## src/hdl/udiv32_pkg.sv

```systemverilog
// Shared types and constants for the unsigned 32-bit divider.
package udiv32_pkg;

   // Width of the dividend, divisor and quotient fields on the ports.
   localparam int FIELD_W = 32;

   typedef enum logic [1:0] {
      ST_IDLE,
      ST_RUN,
      ST_DONE
   } udiv32_state_type;

   // Commands from the controller to the datapath.
   typedef struct packed {
      logic load;
      logic step;
      logic publish;
   } udiv32_cmd_type;

   // Status from the datapath back to the controller.
   typedef struct packed {
      logic last_step;
   } udiv32_status_type;

endpackage

```

## src/hdl/udiv32_dpath.sv

```systemverilog
// Datapath of the divider: operand, partial remainder and quotient registers, the
// shift-subtract step, the step counter and the result register.
module udiv32_dpath #(
   parameter int DATA_WIDTH = 32
) (
   input  logic                             clock,
   input  logic [udiv32_pkg::FIELD_W-1:0]   req_dividend,
   input  logic [udiv32_pkg::FIELD_W-1:0]   req_divisor,
   input  udiv32_pkg::udiv32_cmd_type       cmd,
   output udiv32_pkg::udiv32_status_type    status,
   output logic [udiv32_pkg::FIELD_W-1:0]   rsp_quotient,
   output logic                             rsp_divide_by_zero
);
   import udiv32_pkg::*;

   localparam int CW = $clog2(DATA_WIDTH);

   logic [DATA_WIDTH-1:0] num;
   logic [DATA_WIDTH-1:0] den;
   logic [FIELD_W-1:0]    quo_field;

   logic [DATA_WIDTH-1:0] den_ff, den_in;
   logic [DATA_WIDTH-1:0] rem_ff, rem_in;
   logic [DATA_WIDTH-1:0] quo_ff, quo_in;
   logic [CW-1:0]         cnt_ff, cnt_in;
   logic                  dz_ff, dz_in;
   logic [FIELD_W-1:0]    out_quo_ff, out_quo_in;
   logic                  out_dz_ff, out_dz_in;

   logic [DATA_WIDTH:0]   shifted;
   logic [DATA_WIDTH+1:0] diff;
   logic                  fits;

   // Operands are reduced to (or widened to) the arithmetic width; the quotient is
   // fitted back into the field width.
   if (DATA_WIDTH <= FIELD_W) begin : g_narrow
      assign num       = req_dividend[DATA_WIDTH-1:0];
      assign den       = req_divisor[DATA_WIDTH-1:0];
      assign quo_field = {{(FIELD_W-DATA_WIDTH){1'b0}}, quo_ff};
   end else begin : g_wide
      assign num       = {{(DATA_WIDTH-FIELD_W){1'b0}}, req_dividend};
      assign den       = {{(DATA_WIDTH-FIELD_W){1'b0}}, req_divisor};
      assign quo_field = quo_ff[FIELD_W-1:0];
   end

   // One restoring step: bring down the next dividend bit and try the subtraction.
   assign shifted = {rem_ff, quo_ff[DATA_WIDTH-1]};
   assign diff    = {1'b0, shifted} - {2'b00, den_ff};
   assign fits    = ~diff[DATA_WIDTH+1];

   always_comb begin
      den_in     = den_ff;
      rem_in     = rem_ff;
      quo_in     = quo_ff;
      cnt_in     = cnt_ff;
      dz_in      = dz_ff;
      out_quo_in = out_quo_ff;
      out_dz_in  = out_dz_ff;
      if (cmd.load) begin
         den_in = den;
         rem_in = '0;
         quo_in = num;
         cnt_in = CW'(DATA_WIDTH - 1);
         dz_in  = (den == '0);
      end else if (cmd.step) begin
         rem_in = fits ? diff[DATA_WIDTH-1:0] : shifted[DATA_WIDTH-1:0];
         quo_in = {quo_ff[DATA_WIDTH-2:0], fits};
         cnt_in = cnt_ff - CW'(1);
      end
      if (cmd.publish) begin
         // A zero divisor lets every trial subtraction succeed, so the quotient
         // comes out as all ones without a special path.
         out_quo_in = quo_field;
         out_dz_in  = dz_ff;
      end
   end

   always_ff @(posedge clock) begin
      den_ff     <= den_in;
      rem_ff     <= rem_in;
      quo_ff     <= quo_in;
      cnt_ff     <= cnt_in;
      dz_ff      <= dz_in;
      out_quo_ff <= out_quo_in;
      out_dz_ff  <= out_dz_in;
   end

   assign status.last_step  = (cnt_ff == '0);
   assign rsp_quotient       = out_quo_ff;
   assign rsp_divide_by_zero = out_dz_ff;

endmodule

```

## src/hdl/udiv32_ctrl.sv

```systemverilog
// Controller of the divider: sequencing state machine and result valid flag.
module udiv32_ctrl (
   input  logic                           clock,
   input  logic                           reset,
   input  logic                           req_valid,
   output logic                           req_stall,
   output logic                           rsp_valid,
   input  logic                           rsp_stall,
   input  udiv32_pkg::udiv32_status_type  status,
   output udiv32_pkg::udiv32_cmd_type     cmd
);
   import udiv32_pkg::*;

   udiv32_state_type state_ff, state_in;
   logic             rsp_valid_ff, rsp_valid_in;
   logic             out_free;

   // The result register can take a new quotient when empty or being drained.
   assign out_free = ~rsp_valid_ff | ~rsp_stall;

   always_comb begin
      state_in = state_ff;
      unique case (state_ff)
         ST_IDLE: if (req_valid) state_in = ST_RUN;
         ST_RUN:  if (status.last_step) state_in = ST_DONE;
         ST_DONE: if (out_free) state_in = ST_IDLE;
         default: state_in = ST_IDLE;
      endcase
   end

   always_comb begin
      req_stall   = 1'b1;
      cmd.load    = 1'b0;
      cmd.step    = 1'b0;
      cmd.publish = 1'b0;
      unique case (state_ff)
         ST_IDLE: begin
            req_stall = 1'b0;
            cmd.load  = req_valid;
         end
         ST_RUN:  cmd.step = 1'b1;
         ST_DONE: cmd.publish = out_free;
         default: req_stall = 1'b1;
      endcase
   end

   always_comb begin
      rsp_valid_in = rsp_valid_ff & rsp_stall;
      if (cmd.publish) begin
         rsp_valid_in = 1'b1;
      end
   end

   always_ff @(posedge clock) begin
      if (reset) begin
         state_ff     <= ST_IDLE;
         rsp_valid_ff <= 1'b0;
      end else begin
         state_ff     <= state_in;
         rsp_valid_ff <= rsp_valid_in;
      end
   end

   assign rsp_valid = rsp_valid_ff;

endmodule

```

## src/hdl/unsigned_divider_32_core.sv

```systemverilog
// Top level of the unsigned 32-bit divider: controller, datapath and checks.
//
//   Channel   Direction   Handshake               Payload
//   req       in          req_valid / req_stall   req_dividend, req_divisor
//   rsp       out         rsp_valid / rsp_stall   rsp_quotient, rsp_divide_by_zero
//
// For each item the operands are loaded first, then the shared shift-subtract unit
// produces the DATA_WIDTH bits of the quotient, one bit of quotient per cycle, and
// finally the quotient is moved into the result register.
// The result register lets the next item be accepted and divided while the previous
// quotient still waits on rsp_stall; the unit only waits if that result is still
// held when the next quotient is ready to publish.
// Reset is synchronous and clears the state machine and the result valid flag; the
// arithmetic registers carry no reset.
module unsigned_divider_32_core #(
   parameter int DATA_WIDTH = 32
) (
   input  logic                             clock,
   input  logic                             reset,
   input  logic                             req_valid,
   output logic                             req_stall,
   input  logic [udiv32_pkg::FIELD_W-1:0]   req_dividend,
   input  logic [udiv32_pkg::FIELD_W-1:0]   req_divisor,
   output logic                             rsp_valid,
   input  logic                             rsp_stall,
   output logic [udiv32_pkg::FIELD_W-1:0]   rsp_quotient,
   output logic                             rsp_divide_by_zero
);
   import udiv32_pkg::*;

   // Quotient expected for a zero divisor: all ones at the arithmetic width, fitted
   // to the field width.
   localparam logic [FIELD_W-1:0] DZ_QUOT = (DATA_WIDTH >= FIELD_W) ? '1 :
      FIELD_W'((64'd1 << DATA_WIDTH) - 64'd1);

   udiv32_cmd_type    cmd;
   udiv32_status_type status;

   // The controller sequences load, steps and publish; it owns the handshakes.
   udiv32_ctrl u_ctrl (
      .clock     (clock),
      .reset     (reset),
      .req_valid (req_valid),
      .req_stall (req_stall),
      .rsp_valid (rsp_valid),
      .rsp_stall (rsp_stall),
      .status    (status),
      .cmd       (cmd)
   );

   // The datapath holds the operands, runs the restoring division and keeps the
   // result register.
   udiv32_dpath #(
      .DATA_WIDTH (DATA_WIDTH)
   ) u_dpath (
      .clock              (clock),
      .req_dividend       (req_dividend),
      .req_divisor        (req_divisor),
      .cmd                (cmd),
      .status             (status),
      .rsp_quotient       (rsp_quotient),
      .rsp_divide_by_zero (rsp_divide_by_zero)
   );

`ifndef ASSERT_OFF
   // Once an item is taken, the unit is busy for the next cycle.
   a_busy_after_accept : assert property (@(posedge clock) disable iff (reset)
      (req_valid && !req_stall) |=> req_stall)
      else $error("input accepted again right after an accept");

   // A publish always leaves a valid result on the output.
   a_publish_valid : assert property (@(posedge clock) disable iff (reset)
      cmd.publish |=> rsp_valid)
      else $error("published result not presented");

   // A zero divisor must come out as an all-ones quotient.
   a_dz_quotient : assert property (@(posedge clock) disable iff (reset)
      (rsp_valid && rsp_divide_by_zero) |-> (rsp_quotient == DZ_QUOT))
      else $error("divide by zero without an all-ones quotient");

   // Load never happens in the same cycle as a publish or a step.
   a_cmd_exclusive : assert property (@(posedge clock) disable iff (reset)
      !(cmd.load && (cmd.publish || cmd.step)))
      else $error("load overlaps another command");
`endif

endmodule

```

## config.mk

```make
export PLATFORM = sky130hd
export DESIGN_NAME = unsigned_divider_32_core
export DESIGN_NICKNAME = d
export VERILOG_FILES = /design/src/hdl/udiv32_pkg.sv /design/src/hdl/udiv32_dpath.sv /design/src/hdl/udiv32_ctrl.sv /design/src/hdl/unsigned_divider_32_core.sv
export SDC_FILE = /design/constraint.sdc
export NUM_CORES = 1
export LEC_CHECK = 0
export ABC_AREA = 1
export ABC_CLOCK_PERIOD_IN_PS = 6050
export BUFFER_PORTS_ARGS = -buffer_cell sky130_fd_sc_hd__buf_2
export CORE_UTILIZATION = 63
export CTS_CLUSTER_DIAMETER = 50
export DETAILED_ROUTE_END_ITERATION = 10
export GPL_ROUTABILITY_DRIVEN = 0
export GPL_TIMING_DRIVEN = 0
export PLACE_DENSITY_LB_ADDON = 0.08
export SKIP_LAST_GASP = 1
export SYNTH_ARGS = -nofsm -noshare
export SYNTH_HDL_FRONTEND = slang
export SYNTH_SLANG_ARGS = --single-unit
```

## constraint.sdc

```tcl
create_clock -name clock -period 6.05 [get_ports clock]
set_input_delay 0.3025 -clock clock [delete_from_list [all_inputs] [get_ports clock]]
set_output_delay 0.3025 -clock clock [all_outputs]
set_load 0.05 [all_outputs]
```

Word-level counts from Yosys, hierarchy flattened
Index checks and enable logic that the tools add are counted.

Bits in registers: 138. Input port bits: 68. Word-level logic and storage cells: 38.

Reductions and logical operators: 5. Add/sub/neg operators: 2. Muxes and demuxes: 12. Bitwise logic cells: 5. Equal/unequal tests: 5.

Operators by type and width (count): two-way mux 32 bit (3); subtractor 33 x 32 -> 34 bit (1); logical NOT 32 bit (1); two-way mux 2 bit (3); case mux 2 bit (3 select lines) (1); logical NOT 5 bit (1); two-way mux 1 bit (5); subtractor 5 x 1 -> 5 bit, second input constant (1); inequality test 2 bit, second input constant (2); NOT 1 bit (3); AND reduction 3 bit (1); equality test 2 x 1 -> 1 bit, second input constant (1); equality test 2 bit, second input constant (1); logical NOT 2 bit (1); inequality test 2 x 1 -> 1 bit, second input constant (1); nonzero test 2 bit (1); bitwise AND 1 bit (1); bitwise OR 1 bit (1).

Depth between registers and ports, before layout
Word-level depth: 4. Mapped depth: 17.

Hierarchy
From an unflattened synthesis, not the netlist that was laid out.

Cells, all modules: 1051. Area total of the unflattened synthesis: 8094.0 um^2.

By module, submodules not included: udiv32_dpath (area each 7940.1 um^2, times used 1, cells an instance 1028); udiv32_ctrl (area each 153.9 um^2, times used 1, cells an instance 23).

Least setup slack after synthesis
OpenSTA, ideal clock, no wires.

Path kind: reg2reg. Start: register u_ctrl.rsp_valid_ff, in the netlist u_ctrl.rsp_valid. End: register u_dpath.out_dz_ff, in the netlist u_dpath.rsp_divide_by_zero (enable). Required time: 5627 ps. Setup slack: 3554 ps. Stages on the path, launching flop included: 4. Data arrival time: 2073 ps. Library setup time: 423 ps. Cells stage by stage: dfxtp_1 nand2_1 inv_1 nor2_1.

RTL lines: start: declaration (line udiv32_ctrl.sv:15) `logic rsp_valid_ff, rsp_valid_in;`; start signal: assignment (line udiv32_ctrl.sv:60) `rsp_valid_ff <= rsp_valid_in;`; end signal: assignment (line udiv32_dpath.sv:85) `out_dz_ff <= out_dz_in;`; end: declaration (line udiv32_dpath.sv:28) `logic out_dz_ff, out_dz_in;`.

Final worst setup path
Start: register u_dpath.quo_ff[31]. End: register u_dpath.rem_ff[28].

Word-level cells in the longest chain between the ends: 2.

RTL lines: start: declaration (line udiv32_dpath.sv:24) `logic [DATA_WIDTH-1:0] quo_ff, quo_in;`; start signal: assignment (line udiv32_dpath.sv:81) `quo_ff <= quo_in;`; subtractor 33 x 32 -> 34 bit (line udiv32_dpath.sv:48) `assign diff = {1'b0, shifted} - {2'b00, den_ff};`; two-way mux 32 bit (line udiv32_dpath.sv:66) `rem_in = fits ? diff[DATA_WIDTH-1:0] : shifted[DATA_WIDTH-1:0];`; end signal: assignment (line udiv32_dpath.sv:80) `rem_ff <= rem_in;`; end: declaration (line udiv32_dpath.sv:23) `logic [DATA_WIDTH-1:0] rem_ff, rem_in;`.

No other way between the ends. A chain may end at the register's enable or synchronous reset.

==> results.py <==
metrics = {
    "drt": {
        "drcViolationCount": 0,
        "vias": 7103,
        "drt_wl_total_mm": 19.9,
        "first_pass_iters": 5,
        "detailedRoute.firstIterationViolations": 509,
        "ant_nets": 0,
        "wire_per_inst_um": 14.6,
        "viasPerCell": 5.22,
    },
    "grt": {
        "gr-total-overflow": 0,
        "antenna_found_initial": 0,
        "grt_usage": 0.315,
        "top_usage_layer": "met2",
        "grt_first_pass_wirelength_mm": 31.6,
        "first_global_vias": 6671,
        "use_met2": 0.515,
        "grtUsageMet1": 0.411,
        "grt_use_met3": 0.0685,
        "grt_max_degree": 42,
    },
    "clock_tree": {
        "cts_resized": 0,
        "cts_buffers": 17,
        "clk_pin_slew_worst_paths_ns": 0.06,
        "clock_path_buffers": 2,
        "cts-root-buf": "clkbuf_16",
        "cts_hold_buf": 0,
        "htree_levels": 4,
        "post_cts_buffers": 0,
        "clk_latency_ns": 0.43,
        "cts_tree": "done",
        "cts_sinks": 138,
    },
    "sta": {
        "max-slew-margin-rel": 0.501,
        "rsz0062_at_grt": "no",
        "min_period_ns": 2.45,
        "fin_tns_setup_ns": 0,
        "finalSetupViolations": 0,
        "fmax_mhz": 408,
        "maxSlewViolCount": 0,
        "final_hold_viol_count": 0,
        "max_slew.worst_pin.slew_ns": 0.748,
        "fin_skew_ns": 0.0124,
        "period_share": 0.405,
    },
    "worst_hold_path": {
        "hold_path.class": "input port to flop",
        "hold_start": "reset",
    },
    "yosys": {
        "syn_inst": 1055,
        "synth_edf_count": 98,
        "ys_ff_latch": 138,
        "ys_seq_area_frac": 0.458,
        "syn_area_mm2": 0.00817,
        "ys_async_sr_fraction": 0,
        "yosys_warnings": 0,
        "synth.avg_cell_area_um2": 7.74,
        "ys.flop_type": "edfxtp_1",
        "ys_types": 41,
        "syn_nets": 1157,
    },
    "placed_design": {
        "dp_hpwl_mm": 15.1,
        "port_buffers": 102,
        "dpl.cell_count": 1331,
    },
    "floorplan": {
        "core_area_mm2": 0.0126,
        "io_pins": 103,
        "die-area_mm2": 0.0134,
        "die_x_um": 116,
        "die_y_um": 116,
        "start_util": 0.647,
        "std_cell_rows": 41,
    },
    "power": {
        "comb_power_share": 0.419,
        "clockPowerShare": 0.259,
        "vdd_drop_max_uv": 317,
        "p_switching_uw": 1540,
        "p_int_uw": 2370,
        "p_leak_uw": 0.00492,
        "power_switching_share": 0.394,
        "pwr-share-seq": 0.321,
        "power_density_mw_per_mm2": 411,
        "finalPower_uw": 3910,
    },
    "worst_setup_path": {
        "critPathBufInv": 2,
        "worst_ep_arrival_time_ns": 2.77,
        "cp.required_ns": 6.37,
        "reg2reg_slack_ns": 3.60,
        "cp-start-kind": "flop",
        "path_class": "flop to flop",
        "cp-startpoint": "u_dpath.quo_ff[31]",
        "r2r_start": "u_dpath.quo_ff[31]",
        "crit_path_top_delay_cell": "fa_1",
        "cp_common_cell": "nand2_1",
        "crit_path_max_fanout": 4,
        "critPathMaxStageDelay_ns": 0.43,
        "critical_path.top_delay_family": "simple AND/OR/NAND/NOR gates",
        "crit_chain": "inv_1 > ha_1 > fa_1 > inv_1 > nand2_1 > nand2_1 > nand3_1 > nand2_1 > nand2_1 > nand2_1 > nand2_1 > nand3_1 > nand3_1 > nand2_1 > nand2_1",
        "endpoint_kind": "flop",
    },
    "final_layout": {
        "area_growth_pct": 16.7,
        "final_common_cell": "nand2_1",
        "n_antenna_cell": 0,
        "fin_cells": 1362,
        "drive_gt1_frac": 0.173,
        "fill_cells": 963,
        "nets": 1280,
        "mostFrequentLayoutCells": "419 x nand2_1, 179 x inv_1, 103 x buf_2, 98 x edfxtp_1, 68 x nand3_1",
    },
    "outcome": {
        "status": "finished clean",
    },
    "job": {
        "cap_violations": 0,
    },
}
## cell type report
| type | count | area, um^2 | share of cell area |
|---|---|---|---|
| clock buffer | 18 | 429 | 0.0450 |
| buffer | 22 | 190 | 0.0200 |
| tap | 172 | 215 | 0.0226 |
| clock inverter | 13 | 146 | 0.0154 |
| multi-input combinational | 709 | 3540 | 0.372 |
| inverter | 186 | 699 | 0.0734 |
| timing repair buffer | 104 | 566 | 0.0593 |
| sequential | 138 | 3740 | 0.393 |
## per-layer routing
layer | routed length, um | up-vias | share of wire
met1 | 8800 | 3262 | 0.44
li1 | - | 3572 | -
met4 | 466 | 0 | 0.023
met5 | 0 | - | 0
met3 | 1450 | 34 | 0.073
met2 | 9180 | 235 | 0.46
## power groups by stage
stage	registers (uW)	clock network, uW	logic, uW
final	1260	1010	1640
after global routing	1270	1060	1840
after CTS	1250	1020	1620
after detailed placement	1270	0	1600
after global placement	1270	0	1560
after floorplan	1250	0	1240
## final timing paths
| kind | to | depth (start not counted) |
|---|---|---|
| setup / recovery | u_dpath.rem_ff[28] | 15 |
| setup reg to reg | u_dpath.rem_ff[28] | 15 |
| hold reg to reg | u_dpath.rsp_divide_by_zero | 0 |
| hold / removal | u_ctrl.state_ff[1] | 2 |
## sequential cells by signal (all words and copies together), names as in the netlist
name and cells:
u_dpath.dz_ff 1, u_ctrl.state_ff 2, u_dpath.rsp_divide_by_zero 1, u_dpath.rsp_quotient 32, u_dpath.den_ff 32, u_dpath.cnt_ff 5, u_ctrl.rsp_valid 1, u_dpath.quo_ff 32
u_dpath.rem_ff 32
## kinds of logic (layout without fill, tap and decap cells)
kind of cell / after synthesis / count (layout) / synth area share
and+or+nand+nor: 612 / 612 / 0.329
adders and majority gates: 34 / 34 / 0.0530
xor gates and xnor gates: 12 / 12 / 0.0129
AOI/OAI and AO/OA: 51 / 51 / 0.0378
buffers and inverters: 208 / 343 / 0.109
DFF: 138 / 138 / 0.458
## synth_stat cells, drive strengths merged (2+ instances only)
cell type | count | share of area
nand2 | 430 | 0.20
inv | 185 | 0.085
edfxtp | 98 | 0.36
nand3 | 87 | 0.065
nor2 | 55 | 0.030
dfxtp | 40 | 0.098
ha | 33 | 0.051
a21oi | 27 | 0.019
o21ai | 17 | 0.012
buf | 13 | 0.019
nand3b | 10 | 0.0092
nand4 | 10 | 0.0077
clkbuf | 9 | 0.0041
nor4 | 9 | 0.0069
nor3 | 7 | 0.0049
xnor2 | 7 | 0.0075
xor2 | 5 | 0.0054
and2 | 3 | 0.0023
o21bai | 2 | 0.0018
## through the flow
stage	cell area [um^2]	hold slack, ns	util	setup slack [ns]
2_1_floorplan	8170	0.372	-	3.55
3_3_place_gp	8890	0.401	0.705	2.95
3_5_place_dp	8960	0.427	0.710	3.72
4_1_cts	9530	0.0517	0.755	3.70
5_1_grt	9530	0.0527	0.755	3.48
6_report	9530	0.0663	0.755	3.60
Power figures use the tool's default switching activity.
